**src/rtl/core/tdc_wup_pkg.sv**
```systemverilog
package tdc_wup_pkg;

  // edge queue geometry
  localparam int unsigned FifoDepth = 16;
  localparam int unsigned FifoIdxW  = (FifoDepth > 1) ? $clog2(FifoDepth) : 1;
  localparam int unsigned FifoCntW  = $clog2(FifoDepth + 1);

  // configuration port
  localparam int unsigned CfgIdxW  = 3;
  localparam int unsigned CfgDataW = 64;

  // special tdc ids
  localparam logic [15:0] RefTdc = 16'h0110;
  localparam logic [15:0] CtsTdc = 16'h7005;

  // reference tdc channels
  localparam logic [6:0] ChanFinger = 7'd1;
  localparam logic [6:0] ChanBeam   = 7'd5;
  localparam logic [6:0] ChanLaser  = 7'd7;
  localparam logic [6:0] ChanLed    = 7'd15;

  // word tag of an epoch word in bits 31..29
  localparam logic [2:0] TagEpoch = 3'b011;

  // configuration reset values
  localparam logic [63:0] LeadMaskRst = 64'hAAAA_AAAA_AAAA_AAAA;
  localparam logic [63:0] SyncLoRst   = 64'h1;

  typedef enum logic [1:0] {
    HIT_PAIR   = 2'd0,
    HIT_TRIG   = 2'd1,
    HIT_FINGER = 2'd2
  } hit_kind_e;

  typedef enum logic [1:0] {
    MODE_BEAM  = 2'd0,
    MODE_LASER = 2'd1,
    MODE_LED   = 2'd2
  } mode_e;

  typedef enum logic [CfgIdxW-1:0] {
    CFG_LEAD_LO = 3'd0,
    CFG_LEAD_HI = 3'd1,
    CFG_SYNC_LO = 3'd2,
    CFG_SYNC_HI = 3'd3,
    CFG_MODE    = 3'd4,
    CFG_FINGER  = 3'd5
  } cfg_reg_e;

  typedef struct packed {
    logic [6:0]  channel;
    logic [27:0] epoch;
    logic [10:0] coarse;
    logic [9:0]  fine;
  } edge_t;

  localparam int unsigned EdgeW = $bits(edge_t);

  typedef struct packed {
    logic [127:0] lead_mask;
    logic [127:0] sync_mask;
    logic [1:0]   mode;
    logic         finger;
  } cfg_t;

  typedef struct packed {
    hit_kind_e   hit_kind;
    logic [15:0] hit_tdc;
    edge_t       lead;
    edge_t       trail;
    logic [31:0] unpaired_count;
  } result_t;

endpackage

```
**src/rtl/core/tdc_wup_if.sv**
```systemverilog
interface tdc_wup_in_if;
  logic        valid;
  logic        ready;
  logic [31:0] word;
  logic [15:0] tdc_id;
  logic        pmt_board;
  logic        block_start;

  modport source (output valid, word, tdc_id, pmt_board, block_start, input ready);
  modport sink   (input valid, word, tdc_id, pmt_board, block_start, output ready);
endinterface

interface tdc_wup_out_if;
  logic        valid;
  logic        ready;
  logic [1:0]  hit_kind;
  logic [15:0] hit_tdc;
  logic [6:0]  lead_channel;
  logic [27:0] lead_epoch;
  logic [10:0] lead_coarse;
  logic [9:0]  lead_fine;
  logic [6:0]  trail_channel;
  logic [27:0] trail_epoch;
  logic [10:0] trail_coarse;
  logic [9:0]  trail_fine;
  logic [31:0] unpaired_count;

  modport source (output valid, hit_kind, hit_tdc, lead_channel, lead_epoch, lead_coarse,
                  lead_fine, trail_channel, trail_epoch, trail_coarse, trail_fine,
                  unpaired_count, input ready);
  modport sink   (input valid, hit_kind, hit_tdc, lead_channel, lead_epoch, lead_coarse,
                  lead_fine, trail_channel, trail_epoch, trail_coarse, trail_fine,
                  unpaired_count, output ready);
endinterface

```
**src/rtl/core/tdc_wup_ram.sv**
```systemverilog
module tdc_wup_ram #(
  parameter int unsigned Width = 8,
  parameter int unsigned Depth = 16,
  parameter int unsigned AddrW = (Depth > 1) ? $clog2(Depth) : 1
) (
  input  logic             clk_i,
  input  logic             we_i,
  input  logic [AddrW-1:0] waddr_i,
  input  logic [Width-1:0] wdata_i,
  input  logic             re_i,
  input  logic [AddrW-1:0] raddr0_i,
  input  logic [AddrW-1:0] raddr1_i,
  output logic [Width-1:0] rdata0_o,
  output logic [Width-1:0] rdata1_o
);

  logic [Width-1:0] mem_q [Depth];
  logic [Width-1:0] rdata0_q;
  logic [Width-1:0] rdata1_q;

  // write port
  always_ff @(posedge clk_i) begin
    if (we_i) begin
      mem_q[waddr_i] <= wdata_i;
    end
  end

  // two registered read ports
  always_ff @(posedge clk_i) begin
    if (re_i) begin
      rdata0_q <= mem_q[raddr0_i];
      rdata1_q <= mem_q[raddr1_i];
    end
  end

  assign rdata0_o = rdata0_q;
  assign rdata1_o = rdata1_q;

endmodule

```
**src/rtl/core/tdc_wup_cfg.sv**
```systemverilog
module tdc_wup_cfg (
  input  logic                         clk_i,
  input  logic                         rst_ni,
  input  logic                         we_i,
  input  logic [tdc_wup_pkg::CfgIdxW-1:0]  idx_i,
  input  logic [tdc_wup_pkg::CfgDataW-1:0] data_i,
  output tdc_wup_pkg::cfg_t            cfg_o
);
  import tdc_wup_pkg::*;

  logic [63:0] lead_lo_q, lead_hi_q, sync_lo_q, sync_hi_q;
  logic [1:0]  mode_q;
  logic        finger_q;

  // register file, written by index
  always_ff @(posedge clk_i or negedge rst_ni) begin
    if (!rst_ni) begin
      lead_lo_q <= LeadMaskRst;
      lead_hi_q <= LeadMaskRst;
      sync_lo_q <= SyncLoRst;
      sync_hi_q <= '0;
      mode_q    <= MODE_BEAM;
      finger_q  <= 1'b0;
    end else if (we_i) begin
      unique case (cfg_reg_e'(idx_i))
        CFG_LEAD_LO: lead_lo_q <= data_i;
        CFG_LEAD_HI: lead_hi_q <= data_i;
        CFG_SYNC_LO: sync_lo_q <= data_i;
        CFG_SYNC_HI: sync_hi_q <= data_i;
        CFG_MODE:    mode_q    <= data_i[1:0];
        CFG_FINGER:  finger_q  <= data_i[0];
        default: begin
        end
      endcase
    end
  end

  assign cfg_o.lead_mask = {lead_hi_q, lead_lo_q};
  assign cfg_o.sync_mask = {sync_hi_q, sync_lo_q};
  assign cfg_o.mode      = mode_q;
  assign cfg_o.finger    = finger_q;

endmodule

```
**src/rtl/core/tdc_wup_obuf.sv**
```systemverilog
module tdc_wup_obuf (
  input  logic                 clk_i,
  input  logic                 rst_ni,
  input  logic                 push_i,
  input  tdc_wup_pkg::result_t data_i,
  output logic                 space_o,
  tdc_wup_out_if.source        out_o
);
  import tdc_wup_pkg::*;

  result_t    slot_q [2];
  logic       wr_ptr_q, rd_ptr_q;
  logic [1:0] cnt_q, cnt_d;
  logic       pop;
  result_t    head;

  assign pop     = out_o.valid && out_o.ready;
  assign space_o = (cnt_q != 2'd2);
  assign cnt_d   = cnt_q + {1'b0, push_i} - {1'b0, pop};

  // pointers and fill level
  always_ff @(posedge clk_i or negedge rst_ni) begin
    if (!rst_ni) begin
      wr_ptr_q <= 1'b0;
      rd_ptr_q <= 1'b0;
      cnt_q    <= 2'd0;
    end else begin
      if (push_i) wr_ptr_q <= ~wr_ptr_q;
      if (pop)    rd_ptr_q <= ~rd_ptr_q;
      cnt_q <= cnt_d;
    end
  end

  // result slots
  always_ff @(posedge clk_i) begin
    if (push_i) begin
      slot_q[wr_ptr_q] <= data_i;
    end
  end

  assign head = slot_q[rd_ptr_q];

  assign out_o.valid          = (cnt_q != 2'd0);
  assign out_o.hit_kind       = head.hit_kind;
  assign out_o.hit_tdc        = head.hit_tdc;
  assign out_o.lead_channel   = head.lead.channel;
  assign out_o.lead_epoch     = head.lead.epoch;
  assign out_o.lead_coarse    = head.lead.coarse;
  assign out_o.lead_fine      = head.lead.fine;
  assign out_o.trail_channel  = head.trail.channel;
  assign out_o.trail_epoch    = head.trail.epoch;
  assign out_o.trail_coarse   = head.trail.coarse;
  assign out_o.trail_fine     = head.trail.fine;
  assign out_o.unpaired_count = head.unpaired_count;

endmodule

```
**src/rtl/core/tdc_word_unpack_edge_pairing.sv**
```systemverilog
// accepted words wait in the pending stage; results are pushed into the result buffer
// throughput: one word per cycle; the edge memory is read in the accept cycle at the head
//   address left by the previous word's pairing compare; words follow back to back while
//   the result buffer has space; its two entries hold results while the output stalls
// reset: control state, epoch, queue pointers and unpaired count go to zero and the
//   registers to their defaults; the edge memory is not cleared
module tdc_word_unpack_edge_pairing (
  input  logic                             clk_i,
  input  logic                             rst_ni,
  tdc_wup_in_if.sink                       in_i,
  tdc_wup_out_if.source                    out_o,
  input  logic                             cfg_we_i,
  input  logic [tdc_wup_pkg::CfgIdxW-1:0]  cfg_idx_i,
  input  logic [tdc_wup_pkg::CfgDataW-1:0] cfg_data_i
);
  import tdc_wup_pkg::*;

  localparam int unsigned SumW = FifoCntW + 1;
  localparam logic [SumW-1:0] DepthSum = SumW'(FifoDepth);
  localparam logic [FifoCntW-1:0] DepthCnt = FifoCntW'(FifoDepth);

  function automatic logic [FifoIdxW-1:0] idx_wrap(input logic [SumW-1:0] sum);
    logic [SumW-1:0] red;
    red = (sum >= DepthSum) ? sum - DepthSum : sum;
    return red[FifoIdxW-1:0];
  endfunction

  cfg_t cfg;

  tdc_wup_cfg u_cfg (
    .clk_i  (clk_i),
    .rst_ni (rst_ni),
    .we_i   (cfg_we_i),
    .idx_i  (cfg_idx_i),
    .data_i (cfg_data_i),
    .cfg_o  (cfg)
  );

  // handshake and pipeline control
  logic adv, accept, commit, ob_space;

  assign adv        = ob_space;
  assign in_i.ready = adv;
  assign accept     = in_i.valid && adv;

  // architectural state
  logic [27:0]         epoch_q;
  logic [FifoIdxW-1:0] head_q;
  logic [FifoCntW-1:0] cnt_q;
  logic [31:0]         unp_q;

  // item waiting for its memory data
  logic        pend_valid_q;
  logic [31:0] pend_word_q;
  logic [15:0] pend_tdc_q;
  logic        pend_pmt_q;
  logic        pend_bs_q;
  logic        fwd0_q, fwd1_q;
  edge_t       fwd_data_q;

  assign commit = adv && pend_valid_q;

  // memory ports
  logic                wr_en;
  logic [FifoIdxW-1:0] wr_addr;
  edge_t               wr_data;
  logic [FifoIdxW-1:0] ra0, ra1;
  logic [EdgeW-1:0]    rd0, rd1;

  tdc_wup_ram #(
    .Width (EdgeW),
    .Depth (FifoDepth)
  ) u_ram (
    .clk_i    (clk_i),
    .we_i     (wr_en),
    .waddr_i  (wr_addr),
    .wdata_i  (wr_data),
    .re_i     (accept),
    .raddr0_i (ra0),
    .raddr1_i (ra1),
    .rdata0_o (rd0),
    .rdata1_o (rd1)
  );

  // decode of the pending word
  logic [27:0]         epoch_e;
  logic [FifoIdxW-1:0] head_e, head_p1, head_p2;
  logic [FifoCntW-1:0] cnt_e;
  logic [6:0]          ch;
  logic                is_time, is_epoch, ignored, is_ref, trig, lead_bit;
  edge_t               cur, e0, e1;
  logic                ok0, ok1;

  assign epoch_e  = pend_bs_q ? '0 : epoch_q;
  assign head_e   = pend_bs_q ? '0 : head_q;
  assign cnt_e    = pend_bs_q ? '0 : cnt_q;
  assign head_p1  = idx_wrap(SumW'(head_e) + SumW'(1));
  assign head_p2  = idx_wrap(SumW'(head_e) + SumW'(2));

  assign is_time  = pend_word_q[31];
  assign is_epoch = (pend_word_q[31:29] == TagEpoch);
  assign ch       = pend_word_q[28:22];

  assign cur.channel = ch;
  assign cur.epoch   = epoch_e;
  assign cur.coarse  = pend_word_q[10:0];
  assign cur.fine    = pend_word_q[21:12];

  assign ignored  = cfg.sync_mask[ch] || (pend_tdc_q == CtsTdc);
  assign is_ref   = (pend_tdc_q == RefTdc);
  assign lead_bit = cfg.lead_mask[ch];

  // trigger channel by analysis mode
  always_comb begin
    case (cfg.mode)
      MODE_BEAM:  trig = (ch == ChanBeam);
      MODE_LASER: trig = (ch == ChanLaser);
      MODE_LED:   trig = (ch == ChanLed);
      default:    trig = 1'b0;
    endcase
  end

  // queue entries, with bypass of a same-cycle write
  assign e0  = fwd0_q ? fwd_data_q : edge_t'(rd0);
  assign e1  = fwd1_q ? fwd_data_q : edge_t'(rd1);
  assign ok0 = ({1'b0, e0.channel} + 8'd1) == {1'b0, ch};
  assign ok1 = ({1'b0, e1.channel} + 8'd1) == {1'b0, ch};

  // pairing and state update
  logic                hit, push;
  hit_kind_e           kind;
  edge_t               lead, trail;
  logic [27:0]         epoch_n;
  logic [FifoIdxW-1:0] head_n;
  logic [FifoCntW-1:0] cnt_n;
  logic [1:0]          unp_inc;
  logic [32:0]         unp_sum;
  logic [31:0]         unp_n;

  always_comb begin
    hit     = 1'b0;
    push    = 1'b0;
    kind    = HIT_PAIR;
    lead    = '0;
    trail   = '0;
    epoch_n = epoch_e;
    head_n  = head_e;
    cnt_n   = cnt_e;
    unp_inc = 2'd0;
    if (is_time) begin
      if (!ignored) begin
        if (is_ref) begin
          if (trig) begin
            hit  = 1'b1;
            kind = HIT_TRIG;
            lead = cur;
          end else if (cfg.finger && (ch == ChanFinger)) begin
            hit  = 1'b1;
            kind = HIT_FINGER;
            lead = cur;
          end
        end else if (pend_pmt_q) begin
          if (lead_bit) begin
            if (cnt_e != DepthCnt) begin
              push  = 1'b1;
              cnt_n = cnt_e + FifoCntW'(1);
            end
          end else if (cnt_e == '0) begin
            unp_inc = 2'd1;
          end else if (ok0) begin
            hit    = 1'b1;
            lead   = e0;
            trail  = cur;
            head_n = head_p1;
            cnt_n  = cnt_e - FifoCntW'(1);
          end else if (cnt_e == FifoCntW'(1)) begin
            unp_inc = 2'd2;
            head_n  = head_p1;
            cnt_n   = '0;
          end else begin
            unp_inc = 2'd1;
            if (ok1) begin
              hit    = 1'b1;
              lead   = e1;
              trail  = cur;
              head_n = head_p2;
              cnt_n  = cnt_e - FifoCntW'(2);
            end else begin
              head_n = '0;
              cnt_n  = '0;
            end
          end
        end
      end
    end else if (is_epoch) begin
      epoch_n = pend_word_q[27:0];
    end
  end

  // saturating unpaired count
  assign unp_sum = {1'b0, unp_q} + {31'd0, unp_inc};
  assign unp_n   = unp_sum[32] ? '1 : unp_sum[31:0];

  // push of a leading edge at the tail
  assign wr_en   = commit && push;
  assign wr_addr = idx_wrap(SumW'(head_e) + SumW'(cnt_e));
  assign wr_data = cur;

  // read addresses follow the head left by the pending item
  logic [FifoIdxW-1:0] head_nx;

  assign head_nx = commit ? head_n : head_q;
  assign ra0     = head_nx;
  assign ra1     = idx_wrap(SumW'(head_nx) + SumW'(1));

  // state registers
  always_ff @(posedge clk_i or negedge rst_ni) begin
    if (!rst_ni) begin
      epoch_q <= '0;
      head_q  <= '0;
      cnt_q   <= '0;
      unp_q   <= '0;
    end else if (commit) begin
      epoch_q <= epoch_n;
      head_q  <= head_n;
      cnt_q   <= cnt_n;
      unp_q   <= unp_n;
    end
  end

  // pending stage control
  always_ff @(posedge clk_i or negedge rst_ni) begin
    if (!rst_ni) begin
      pend_valid_q <= 1'b0;
      fwd0_q       <= 1'b0;
      fwd1_q       <= 1'b0;
    end else if (adv) begin
      pend_valid_q <= accept;
      fwd0_q       <= accept && wr_en && (wr_addr == ra0);
      fwd1_q       <= accept && wr_en && (wr_addr == ra1);
    end
  end

  // pending stage payload
  always_ff @(posedge clk_i) begin
    if (accept) begin
      pend_word_q <= in_i.word;
      pend_tdc_q  <= in_i.tdc_id;
      pend_pmt_q  <= in_i.pmt_board;
      pend_bs_q   <= in_i.block_start;
      fwd_data_q  <= wr_data;
    end
  end

  // result assembly
  result_t res;

  assign res.hit_kind       = kind;
  assign res.hit_tdc        = pend_tdc_q;
  assign res.lead           = lead;
  assign res.trail          = trail;
  assign res.unpaired_count = unp_n;

  tdc_wup_obuf u_obuf (
    .clk_i   (clk_i),
    .rst_ni  (rst_ni),
    .push_i  (commit && hit),
    .data_i  (res),
    .space_o (ob_space),
    .out_o   (out_o)
  );

`ifndef SYNTHESIS
  assert property (@(posedge clk_i) disable iff (!rst_ni) cnt_q <= DepthCnt)
    else $error("edge queue count beyond depth");

  assert property (@(posedge clk_i) disable iff (!rst_ni)
    commit && pend_bs_q && !push |=> cnt_q == '0)
    else $error("block start did not empty the edge queue");

  assert property (@(posedge clk_i) disable iff (!rst_ni) 1'b1 |=> unp_q >= $past(unp_q))
    else $error("unpaired count went down");

  assert property (@(posedge clk_i) disable iff (!rst_ni)
    !commit |=> $stable(head_q) && $stable(cnt_q))
    else $error("queue pointers moved without an item");
`endif

endmodule

```
**src/flat_wrapper.sv**
```systemverilog
// flat-port wrapper written by rule: the top's interface ports become plain ports
module tdc_word_unpack_edge_pairing_flat import tdc_wup_pkg::*;
  (clk_i, rst_ni, cfg_we_i, cfg_idx_i, cfg_data_i, in_i_valid, in_i_word, in_i_tdc_id, in_i_pmt_board, in_i_block_start, in_i_ready, out_o_valid, out_o_hit_kind, out_o_hit_tdc, out_o_lead_channel, out_o_lead_epoch, out_o_lead_coarse, out_o_lead_fine, out_o_trail_channel, out_o_trail_epoch, out_o_trail_coarse, out_o_trail_fine, out_o_unpaired_count, out_o_ready);
  tdc_wup_in_if in_i_i ();
  tdc_wup_out_if out_o_i ();
  input  logic clk_i;
  input  logic rst_ni;
  input  logic cfg_we_i;
  input  logic [tdc_wup_pkg::CfgIdxW-1:0] cfg_idx_i;
  input  logic [tdc_wup_pkg::CfgDataW-1:0] cfg_data_i;
  input wire logic [$bits(in_i_i.valid)-1:0] in_i_valid;
  input wire logic [$bits(in_i_i.word)-1:0] in_i_word;
  input wire logic [$bits(in_i_i.tdc_id)-1:0] in_i_tdc_id;
  input wire logic [$bits(in_i_i.pmt_board)-1:0] in_i_pmt_board;
  input wire logic [$bits(in_i_i.block_start)-1:0] in_i_block_start;
  output wire logic [$bits(in_i_i.ready)-1:0] in_i_ready;
  output wire logic [$bits(out_o_i.valid)-1:0] out_o_valid;
  output wire logic [$bits(out_o_i.hit_kind)-1:0] out_o_hit_kind;
  output wire logic [$bits(out_o_i.hit_tdc)-1:0] out_o_hit_tdc;
  output wire logic [$bits(out_o_i.lead_channel)-1:0] out_o_lead_channel;
  output wire logic [$bits(out_o_i.lead_epoch)-1:0] out_o_lead_epoch;
  output wire logic [$bits(out_o_i.lead_coarse)-1:0] out_o_lead_coarse;
  output wire logic [$bits(out_o_i.lead_fine)-1:0] out_o_lead_fine;
  output wire logic [$bits(out_o_i.trail_channel)-1:0] out_o_trail_channel;
  output wire logic [$bits(out_o_i.trail_epoch)-1:0] out_o_trail_epoch;
  output wire logic [$bits(out_o_i.trail_coarse)-1:0] out_o_trail_coarse;
  output wire logic [$bits(out_o_i.trail_fine)-1:0] out_o_trail_fine;
  output wire logic [$bits(out_o_i.unpaired_count)-1:0] out_o_unpaired_count;
  input wire logic [$bits(out_o_i.ready)-1:0] out_o_ready;
  assign in_i_i.valid = in_i_valid;
  assign in_i_i.word = in_i_word;
  assign in_i_i.tdc_id = in_i_tdc_id;
  assign in_i_i.pmt_board = in_i_pmt_board;
  assign in_i_i.block_start = in_i_block_start;
  assign in_i_ready = in_i_i.ready;
  assign out_o_valid = out_o_i.valid;
  assign out_o_hit_kind = out_o_i.hit_kind;
  assign out_o_hit_tdc = out_o_i.hit_tdc;
  assign out_o_lead_channel = out_o_i.lead_channel;
  assign out_o_lead_epoch = out_o_i.lead_epoch;
  assign out_o_lead_coarse = out_o_i.lead_coarse;
  assign out_o_lead_fine = out_o_i.lead_fine;
  assign out_o_trail_channel = out_o_i.trail_channel;
  assign out_o_trail_epoch = out_o_i.trail_epoch;
  assign out_o_trail_coarse = out_o_i.trail_coarse;
  assign out_o_trail_fine = out_o_i.trail_fine;
  assign out_o_unpaired_count = out_o_i.unpaired_count;
  assign out_o_i.ready = out_o_ready;
  tdc_word_unpack_edge_pairing u_core (.clk_i(clk_i), .rst_ni(rst_ni), .in_i(in_i_i), .out_o(out_o_i), .cfg_we_i(cfg_we_i), .cfg_idx_i(cfg_idx_i), .cfg_data_i(cfg_data_i));
endmodule
```
**config.mk**
```make
export PLATFORM = sky130hd
export DESIGN_NAME = tdc_word_unpack_edge_pairing_flat
export DESIGN_NICKNAME = d
export VERILOG_FILES = /design/src/rtl/core/tdc_wup_pkg.sv /design/src/rtl/core/tdc_wup_if.sv /design/src/rtl/core/tdc_wup_ram.sv /design/src/rtl/core/tdc_wup_cfg.sv /design/src/rtl/core/tdc_wup_obuf.sv /design/src/rtl/core/tdc_word_unpack_edge_pairing.sv /design/src/flat_wrapper.sv
export SDC_FILE = /design/constraint.sdc
export NUM_CORES = 2
export LEC_CHECK = 0
export ABC_AREA = 1
export BUFFER_PORTS_ARGS = -buffer_cell sky130_fd_sc_hd__buf_4
export CAP_MARGIN = 20
export CORE_MARGIN = 2
export CORE_UTILIZATION = 45
export CTS_BUF_LIST = sky130_fd_sc_hd__clkbuf_8
export CTS_CLUSTER_DIAMETER = 150
export DETAILED_ROUTE_END_ITERATION = 8
export MAX_ROUTING_LAYER = met4
export PLACE_DENSITY = 0.6
export SLEW_MARGIN = 10
export SYNTH_ARGS = -nofsm -noshare
export SYNTH_HDL_FRONTEND = slang
export SYNTH_SLANG_ARGS = --single-unit
```
**constraint.sdc**
```tcl
create_clock -name clk_i -period 25.7 [get_ports clk_i]
set_clock_uncertainty 0.05 [all_clocks]
set_input_delay 1.285 -clock clk_i [delete_from_list [all_inputs] [get_ports clk_i]]
set_output_delay 1.285 -clock clk_i [all_outputs]
set_load 0.01 [all_outputs]
```
### After elaboration in Yosys (flattened, before gate mapping)

Memory sizes are Yosys's and may differ from the RTL's. A register that Yosys moved wholly into a read port is not among the register bits.
Index checks and enable logic that the tools add are counted.

* register bits after elaboration: 441
* memory bits (writable): 1220
* input port bits: 122
* output and inout port bits: 164
* word-level logic and storage cells: 181
* memories: 2

* add/subtract/negate cells: 16
* order comparisons: 5
* equality and inequality tests: 21
* multiplexer cells: 91
* bitwise gates (word level): 2
* reductions and logical operators: 20

Memory list
* u_core.u_ram.mem_q: words 16, bits a word 56, read ports 2, clocked after Yosys merged registers in 2, wr ports 1, line tdc_wup_ram.sv:17 `logic [Width-1:0] mem_q [Depth];`
* u_core.u_obuf.slot_q: words 2, bits a word 162, read ports 1, clocked after Yosys merged registers in 0, wr ports 1, line tdc_wup_obuf.sv:11 `result_t slot_q [2];`

Operators with widths (count)
* 56-bit two-way mux: 22
* 28-bit two-way mux: 3
* 4-bit two-way mux: 15
* 5-bit two-way mux: 11
* 32-bit by 2-bit adder with 33-bit output: 1
* 32-bit two-way mux: 1
* 2-bit two-way mux: 13
* 1-bit two-way mux: 23
* 7-bit by 1-bit adder with 8-bit output, second input constant: 2
* 16-bit by 15-bit == test with 1-bit output, second input constant: 1
* 16-bit by 9-bit == test with 1-bit output, second input constant: 1
* 8-bit by 7-bit == test with 1-bit output: 2
* 4-bit by 1-bit subtractor with 4-bit output, second input constant: 4
* 5-bit >= comparator, second input constant: 3
* 1-bit binary-select mux with 7-bit select: 2
* 7-bit by 3-bit == test with 1-bit output, second input constant: 2
* 2-bit AND reduction: 6
* 4-bit by 1-bit adder with 5-bit output, second input constant: 2
* 3-bit by 2-bit == test with 1-bit output, second input constant: 3
* 1-bit logical AND: 9
* 4-bit == test: 2
* 7-bit by 8-bit < comparator with 1-bit output, second input constant: 1
* 7-bit by 1-bit == test with 1-bit output, second input constant: 1
* 7-bit by 4-bit == test with 1-bit output, second input constant: 1
* 22 further kinds: 24

### Depth between registers and ports, before layout

* word-level depth: 19
* gate-level depth with buffers: 35
* mapped depth without buffers: 33

### Cells and area by module

Synthesis repeated with hierarchy kept, for this count alone.

* cells, all modules: 10038
* area total of the unflattened synthesis: 87996.9 um^2

Modules (own cells, without submodules)
* tdc_wup_ram: times used 1, cells each 5781, area an instance 51145.3 um^2, sequential area each 30269.0 um^2
* tdc_word_unpack_edge_pairing: times used 1, cells each 2253, area an instance 14730.4 um^2, sequential area each 4984.8 um^2
* tdc_wup_obuf: times used 1, cells each 875, area an instance 11960.2 um^2, sequential area each 9829.4 um^2
* tdc_wup_cfg: times used 1, cells each 1129, area an instance 10161.0 um^2, sequential area each 6562.5 um^2

### Worst setup path after synthesis

OpenSTA, ideal clock, no wires.

* path kind: register -> register
* start point: register u_core.fwd0_q
* end point: memory u_core.u_obuf.slot_q[1][0] (netlist bit), enable pin
* data arrival time: 9295 ps
* path slack: 15668 ps
* stages on the path, launching flop included: 23
* clock period less this slack: 10032 ps
* cell sequence: dfrtp_1 buf_4 inv_2 buf_4 nand2_1 nand2_2 ha_1 inv_1 nand2_1 nand2_1 nand2_1 nand2_1 inv_1 o21ai_0 nor3_1 nand2_1 inv_1 nor2_1 nor2_1 inv_1 a21oi_1 inv_1 nor2_1

* longest elaborated chain between the ends: 13

Ends and longest elaborated chain
* start: declaration: line tdc_word_unpack_edge_pairing.sv:58 `logic fwd0_q, fwd1_q;`
* start signal: assignment: line tdc_word_unpack_edge_pairing.sv:239 `fwd0_q <= accept && wr_en && (wr_addr == ra0);`
* 56-bit two-way mux: line tdc_word_unpack_edge_pairing.sv:124 `assign e0 = fwd0_q ? fwd_data_q : edge_t'(rd0);`
* 7-bit by 1-bit adder with 8-bit output: line tdc_word_unpack_edge_pairing.sv:126 `assign ok0 = ({1'b0, e0.channel} + 8'd1) == {1'b0, ch};`
* 8-bit by 7-bit == test with 1-bit output: line tdc_word_unpack_edge_pairing.sv:126
* 1-bit two-way mux: line tdc_word_unpack_edge_pairing.sv:170 `end else if (ok0) begin`
* 1-bit two-way mux: line tdc_word_unpack_edge_pairing.sv:168 `end else if (cnt_e == '0) begin`
* 1-bit two-way mux: line tdc_word_unpack_edge_pairing.sv:163 `if (lead_bit) begin`
* 1-bit two-way mux: line tdc_word_unpack_edge_pairing.sv:162 `end else if (pend_pmt_q) begin`
* 1-bit two-way mux: line tdc_word_unpack_edge_pairing.sv:152 `if (is_ref) begin`
* 1-bit two-way mux: line tdc_word_unpack_edge_pairing.sv:151 `if (!ignored) begin`
* 1-bit two-way mux: line tdc_word_unpack_edge_pairing.sv:150 `if (is_time) begin`
* 1-bit logical AND: line tdc_word_unpack_edge_pairing.sv:267 `.push_i (commit && hit),`
* named net u_core.u_obuf.push_i: line tdc_wup_obuf.sv:4 `input logic push_i,`
* 1-bit two-way mux: line tdc_wup_obuf.sv:36 `if (push_i) begin`
* 1-bit two-way mux (implied by the code): line tdc_wup_obuf.sv:37 `slot_q[wr_ptr_q] <= data_i;`
* end: declaration: line tdc_wup_obuf.sv:11

The timed path passes the listed nets, and every way through them passes these cells.

### Final worst setup path

* start point: register u_core.pend_word_q[22]
* end point: register u_core.u_ram.rdata1_q[10], in the netlist u_core.u_ram.rdata1_o[10], read port of u_core.u_ram.mem_q, data pin

* longest elaborated chain between the ends: 14
* elaborated cells between the ends (all ways): 21
* classes of those cells: add/sub: 2; order compare: 1; eq/ne: 2; mux: 15; reduce/logical: 1

Ends and longest elaborated chain
* start: declaration: line tdc_word_unpack_edge_pairing.sv:54 `logic [31:0] pend_word_q;`
* start signal: assignment: line tdc_word_unpack_edge_pairing.sv:247 `pend_word_q <= in_i.word;`
* branches (longest 8 deep; another with 1-bit binary-select mux with 7-bit select)
* 4-bit two-way mux (*): line tdc_word_unpack_edge_pairing.sv:151
* 4-bit two-way mux (*): line tdc_word_unpack_edge_pairing.sv:150
* 4-bit two-way mux (*): line tdc_word_unpack_edge_pairing.sv:212 `assign head_nx = commit ? head_n : head_q;`
* 4-bit by 1-bit adder with 5-bit output (*): line tdc_word_unpack_edge_pairing.sv:214 `assign ra1 = idx_wrap(SumW'(head_nx) + SumW'(1));`
* 4-bit by 1-bit subtractor with 4-bit output / 5-bit >= comparator (equally long branches): line tdc_word_unpack_edge_pairing.sv:24 `red = (sum >= DepthSum) ? sum - DepthSum : sum;`
* 4-bit two-way mux (*): line tdc_word_unpack_edge_pairing.sv:24
* end: declaration: line tdc_wup_ram.sv:19 `logic [Width-1:0] rdata1_q;`

Every way passes the cells marked *. The select of a mux whose other input is x is not followed.
A chain may end at the register's enable or synchronous reset.

==> summary.txt <==
Synthesis
  – Post-synthesis cell count: 9810
  – Synth Register Bits: roughly 1800
  – Cell Area, Synth: ~87000 um^2
  – Avg Cell Area, Syn: 8.91 um^2
  – Top cells by area, synth: edfxtp_1 49%, nand3_1 15%, nand2_1 10%
  – Fraction of registers with async set/reset: roughly a fifth
  – Synth Flop Type: edfxtp_1
  – YS warnings: 0
  – Synthesized Nets: 9954
  – Cell variety after synth: 53
  – Cell taking the most area after synthesis: edfxtp_1
  – Post-synth top area share: 49.4%
  – Post-synthesis sequential area ratio: between 50% and 60%
  – EDFF count, synth: ~1400

Detailed routing
  – WL met1: 116 mm
  – WL met2: 130 mm
  – Vias per Instance: ~5.7
  – Metal3 WL: 26.8 mm
  – Wire per inst: approximately 23 um
  – Residual DRC: 0
  – Detailed-route via count: about 72000
  – DRT Pass-1 Iters: 8
  – Post-route ant nets: 0
  – DR iter-0 viols: 8553
  – Routed WL: 287 mm
  – Max Used Layer: met4

Placed design
  – Worst slack at placement: 16.92 ns
  – Detail Placement HPWL: 161 mm
  – Number of port buffers: 285
  – RD Place Congestion: 0.893
  – Placed Cells: 12100

Die
  – Die W: 445 um
  – DIE HEIGHT: 445 um
  – Core footprint: 193000 um^2
  – Boundary Pins: about 290
  – Die area: just under 200000 um^2
  – Initial Util: 45.3%
  – Row count: 161

Clock network
  – Root Buffer: clkbuf_8
  – Cts repair resizes: 0
  – Cts-stage hold buffer count: 0
  – Post-CTS setup buffer count: 0
  – Num CTS Buffers: 318
  – Clk_lat worst skew: ~1.1 ns
  – CTS sink cnt: 1773
  – Clock Pin Slew Worst Setup and Hold Paths: 0.06 ns
  – CTS tree: yes
  – H-Tree Depth: 5
  – CTS Buffer Depth: 4

Final layout
  – Share of cells above drive strength 1: 9.64%
  – Final Util: 50.4%
  – Fin nets: approximately 10000
  – Area growth syn-to-layout: 11.1%
  – Post-route insts no fill: about 13000

Pwr
  – NetSw: 0.00403 W
  – PwrDens: 102 nW/um^2
  – Net Sw Frac: 40.7%
  – Clock network fraction of design power: 25.0%
  – Worst vdd ir: 0.000149 V
  – Sequential group share of total power: a little under two fifths
  – Leak Pwr: 41.6 nW
  – Combinational power share: 37.4%
  – Cell-internal power: 0.00587 W

STA
  – Setup slack after layout: 16.69 ns
  – Peak Freq: 0.111 GHz
  – Fin Setup TNS: 0 ns
  – RSZ-0062 raised after global routing: no
  – Tcrit/Tclk final: 35.1%
  – Fin. max-slew vios: 0
  – Fin crit period: 9.01 ns
  – Final setup viols: 0
  – Worst slew pin tran: 1.27 ns
  – Worst hold slack: 0.197 ns
  – Relative slew slack: 15.4%
  – Final hold violation count: 0

Critical path
  – Setup crit start kind: flip-flop
  – R2R cell count: 26
  – Critical path peak fanout: between 150 and 200
  – Worst EP arrival: roughly 9.8 ns
  – Kind of critical path: reg2reg
  – CP Capture Type: flip-flop
  – R2r startpoint: u_core.pend_word_q[22]$_DFFE_PP_
  – Data required, critical path: 26.45 ns
  – Reg-to-reg critical path endpoint: u_core.u_ram.rdata1_o[10]$_DFFE_PP_
  – R2R Setup Slk: 16.69 ns

Run status
  – Status: complete, no violations

Global routing
  – Total track usage: 29.0%
  – Pin count of the biggest net entering global routing: approximately 270
  – Total grt overflow: 0
  – Initial antenna violation count: 5
  – First-pass GRT wire length: 422 mm
  – Number of global-route vias before repair: 67800

Min path
  – Worst hold path type: in2async

Flow run
  – # Max-Cap Violations: 0
## Yosys cell counts, types with 2 or more instances
library cell     n
buf_1           56
a22oi_1          2
a31oi_1          4
or2_2            5
or4_1            2
dfrtp_1        270
nand3_4          2
edfxtp_1      1438
o21ai_0        430
o21ai_1         43
nor4_1           7
o22ai_1         25
a21o_1           2
nand2_4          2
buf_2          223
xnor2_1          7
a21oi_1         43
inv_1         1170
dfstp_2         65
nand3_1       2625
o211ai_1         6
buf_6            4
o31ai_1          2
o32ai_1         48
nand2_2          5
nor2_1         392
inv_2           10
ha_1            20
nand2_1       2354
buf_4           25
fa_1             2
nor2_2           2
nand4_1         19
mux2i_1         48
xor2_1          18
clkbuf_1       378
nor3_1          39
and3_1           2
## worst max-delay path: stages (launching register included)
cell and delay (ns):
edfxtp_1 0.33, buf_4 0.68, inv_4 0.48, buf_4 0.50, nand2_1 0.13, nand3_1 0.07
nand3_1 0.14, nand2_1 0.06, a21oi_1 0.27, nand2_1 0.09, nand3_1 0.08, nand2_1 0.05
nand2_1 0.10, nand3_4 0.21, nor2_4 0.69, buf_4 0.52, nand2_1 0.10, nand2_1 0.18
nand2_8 0.52, nand2_8 0.78, buf_4 0.91, buf_4 0.92, nand2_1 0.14, nand3_1 0.13
nand3_1 0.10, nand3_1 0.11, nand2_1 0.06
## flip-flops by register name, summed over array words and instances, names as in the netlist, 2 cells and up
name / cells
u_core.u_cfg.sync_hi_q: 64
u_core.u_ram.rdata1_o: 56
u_core.pend_tdc_q: 16
u_core.u_obuf.slot_q: 324
u_core.u_cfg.lead_hi_q: 64
u_core.unp_q: 32
u_core.fwd_data_q: 56
u_core.u_ram.mem_q: 896
u_core.cnt_q: 5
u_core.u_ram.rdata0_o: 56
u_core.epoch_q: 28
u_core.u_cfg.sync_lo_q: 64
u_core.u_cfg.mode_q: 2
u_core.pend_word_q: 32
u_core.head_q: 4
u_core.u_cfg.lead_lo_q: 64
u_core.u_obuf.cnt_q: 2
## logic make-up after synthesis
| family | Yosys count | synth area share (%) |
|---|---|---|
| adder cells (fa/ha/maj) | 22 | 0.332 |
| multiplexers | 49 | 0.563 |
| AO/OA/AOI/OAI | 613 | 3.83 |
| buffers and inverters | 1867 | 8.48 |
| flip-flops | 1773 | 59.1 |
| AND/OR/NAND/NOR | 5461 | 27.5 |
| XOR/XNOR | 25 | 0.251 |
## per-stage QoR
| step | cell area [um^2] | power, W |
|---|---|---|
| floorplan | 87400 | 0.00598 |
| global placement | 91200 | 0.00736 |
| detailed placement | 91300 | 0.00740 |
| CTS | 97000 | 0.00986 |
| global route | 97100 | 0.0103 |
| finish | 97100 | 0.00990 |
## worst max-delay path by stage
stage                                           startpoint                                    to  slack (ns)  cells past startpoint
after floorplan                  u_core.fwd0_q$_DFFE_PN0N_  u_core.u_obuf.slot_q[1][0]$_DFFE_PP_       15.67                     22
after global placement    u_core.pend_word_q[22]$_DFFE_PP_   u_core.u_ram.rdata1_o[14]$_DFFE_PP_       17.18                     26
after detailed placement  u_core.pend_word_q[22]$_DFFE_PP_   u_core.u_ram.rdata0_o[12]$_DFFE_PP_       16.92                     26
after CTS                 u_core.pend_word_q[22]$_DFFE_PP_   u_core.u_ram.rdata0_o[12]$_DFFE_PP_       16.89                     26
after global routing      u_core.pend_word_q[22]$_DFFE_PP_   u_core.u_ram.rdata1_o[10]$_DFFE_PP_       16.06                     26
final                     u_core.pend_word_q[22]$_DFFE_PP_   u_core.u_ram.rdata1_o[10]$_DFFE_PP_       16.69                     26
## power by group through the flow
stage               Sequential [W]  Clock, W  Combinational (W)
finish                     0.00372   0.00248            0.00370
global route               0.00374   0.00262            0.00398
CTS                        0.00372   0.00251            0.00363
detailed placement         0.00378         0            0.00363
global placement           0.00377         0            0.00359
floorplan                  0.00372         0            0.00226
## per-layer routing
layer / GRT usage, % / vias to the layer above
li1: - / 33000
met1: 38.0 / 34800
met2: 43.8 / 3812
met3: 4.68 / 811
met4: 14.2 / 0
met5: - / -
## area by class of cell
| class | instances | area [um^2] |
|---|---|---|
| timing repair buffer | 433 | 3450 |
| inverter | 1181 | 4460 |
| fill | 17500 | 95600 |
| antenna | 4 | 10.0 |
| clock inverter | 206 | 961 |
| clock buffer | 347 | 4780 |
| tap | 2526 | 3160 |
| multi-input combinational | 6170 | 28700 |
| sequential | 1773 | 51700 |
## cell usage in the layout (no fill, tap or decap), types with 5 or more instances in the layout
cell type	Yosys	final
clkbuf_8	0	347
o211ai_1	6	6
nand2_4	2	11
o32ai_1	48	48
nand3_1	2625	2622
clkinv_1	1	43
mux2i_1	48	48
clkinv_2	0	47
a21oi_1	43	43
nand4_1	19	19
edfxtp_1	1438	1438
ha_1	20	19
nor4_1	7	7
nor2_2	2	6
dfrtp_1	270	267
nor2_1	392	369
xor2_1	18	18
buf_16	0	5
o21ai_0	430	430
buf_12	0	6
buf_4	25	418
o21ai_1	43	43
nor2_4	1	20
nand2_1	2354	2343
nor3_1	39	39
inv_1	1170	1276
xnor2_1	7	7
inv_2	10	6
dfstp_2	65	65
or2_2	5	5
o22ai_1	25	25
Note: power is estimated with default switching activity, not from simulation.
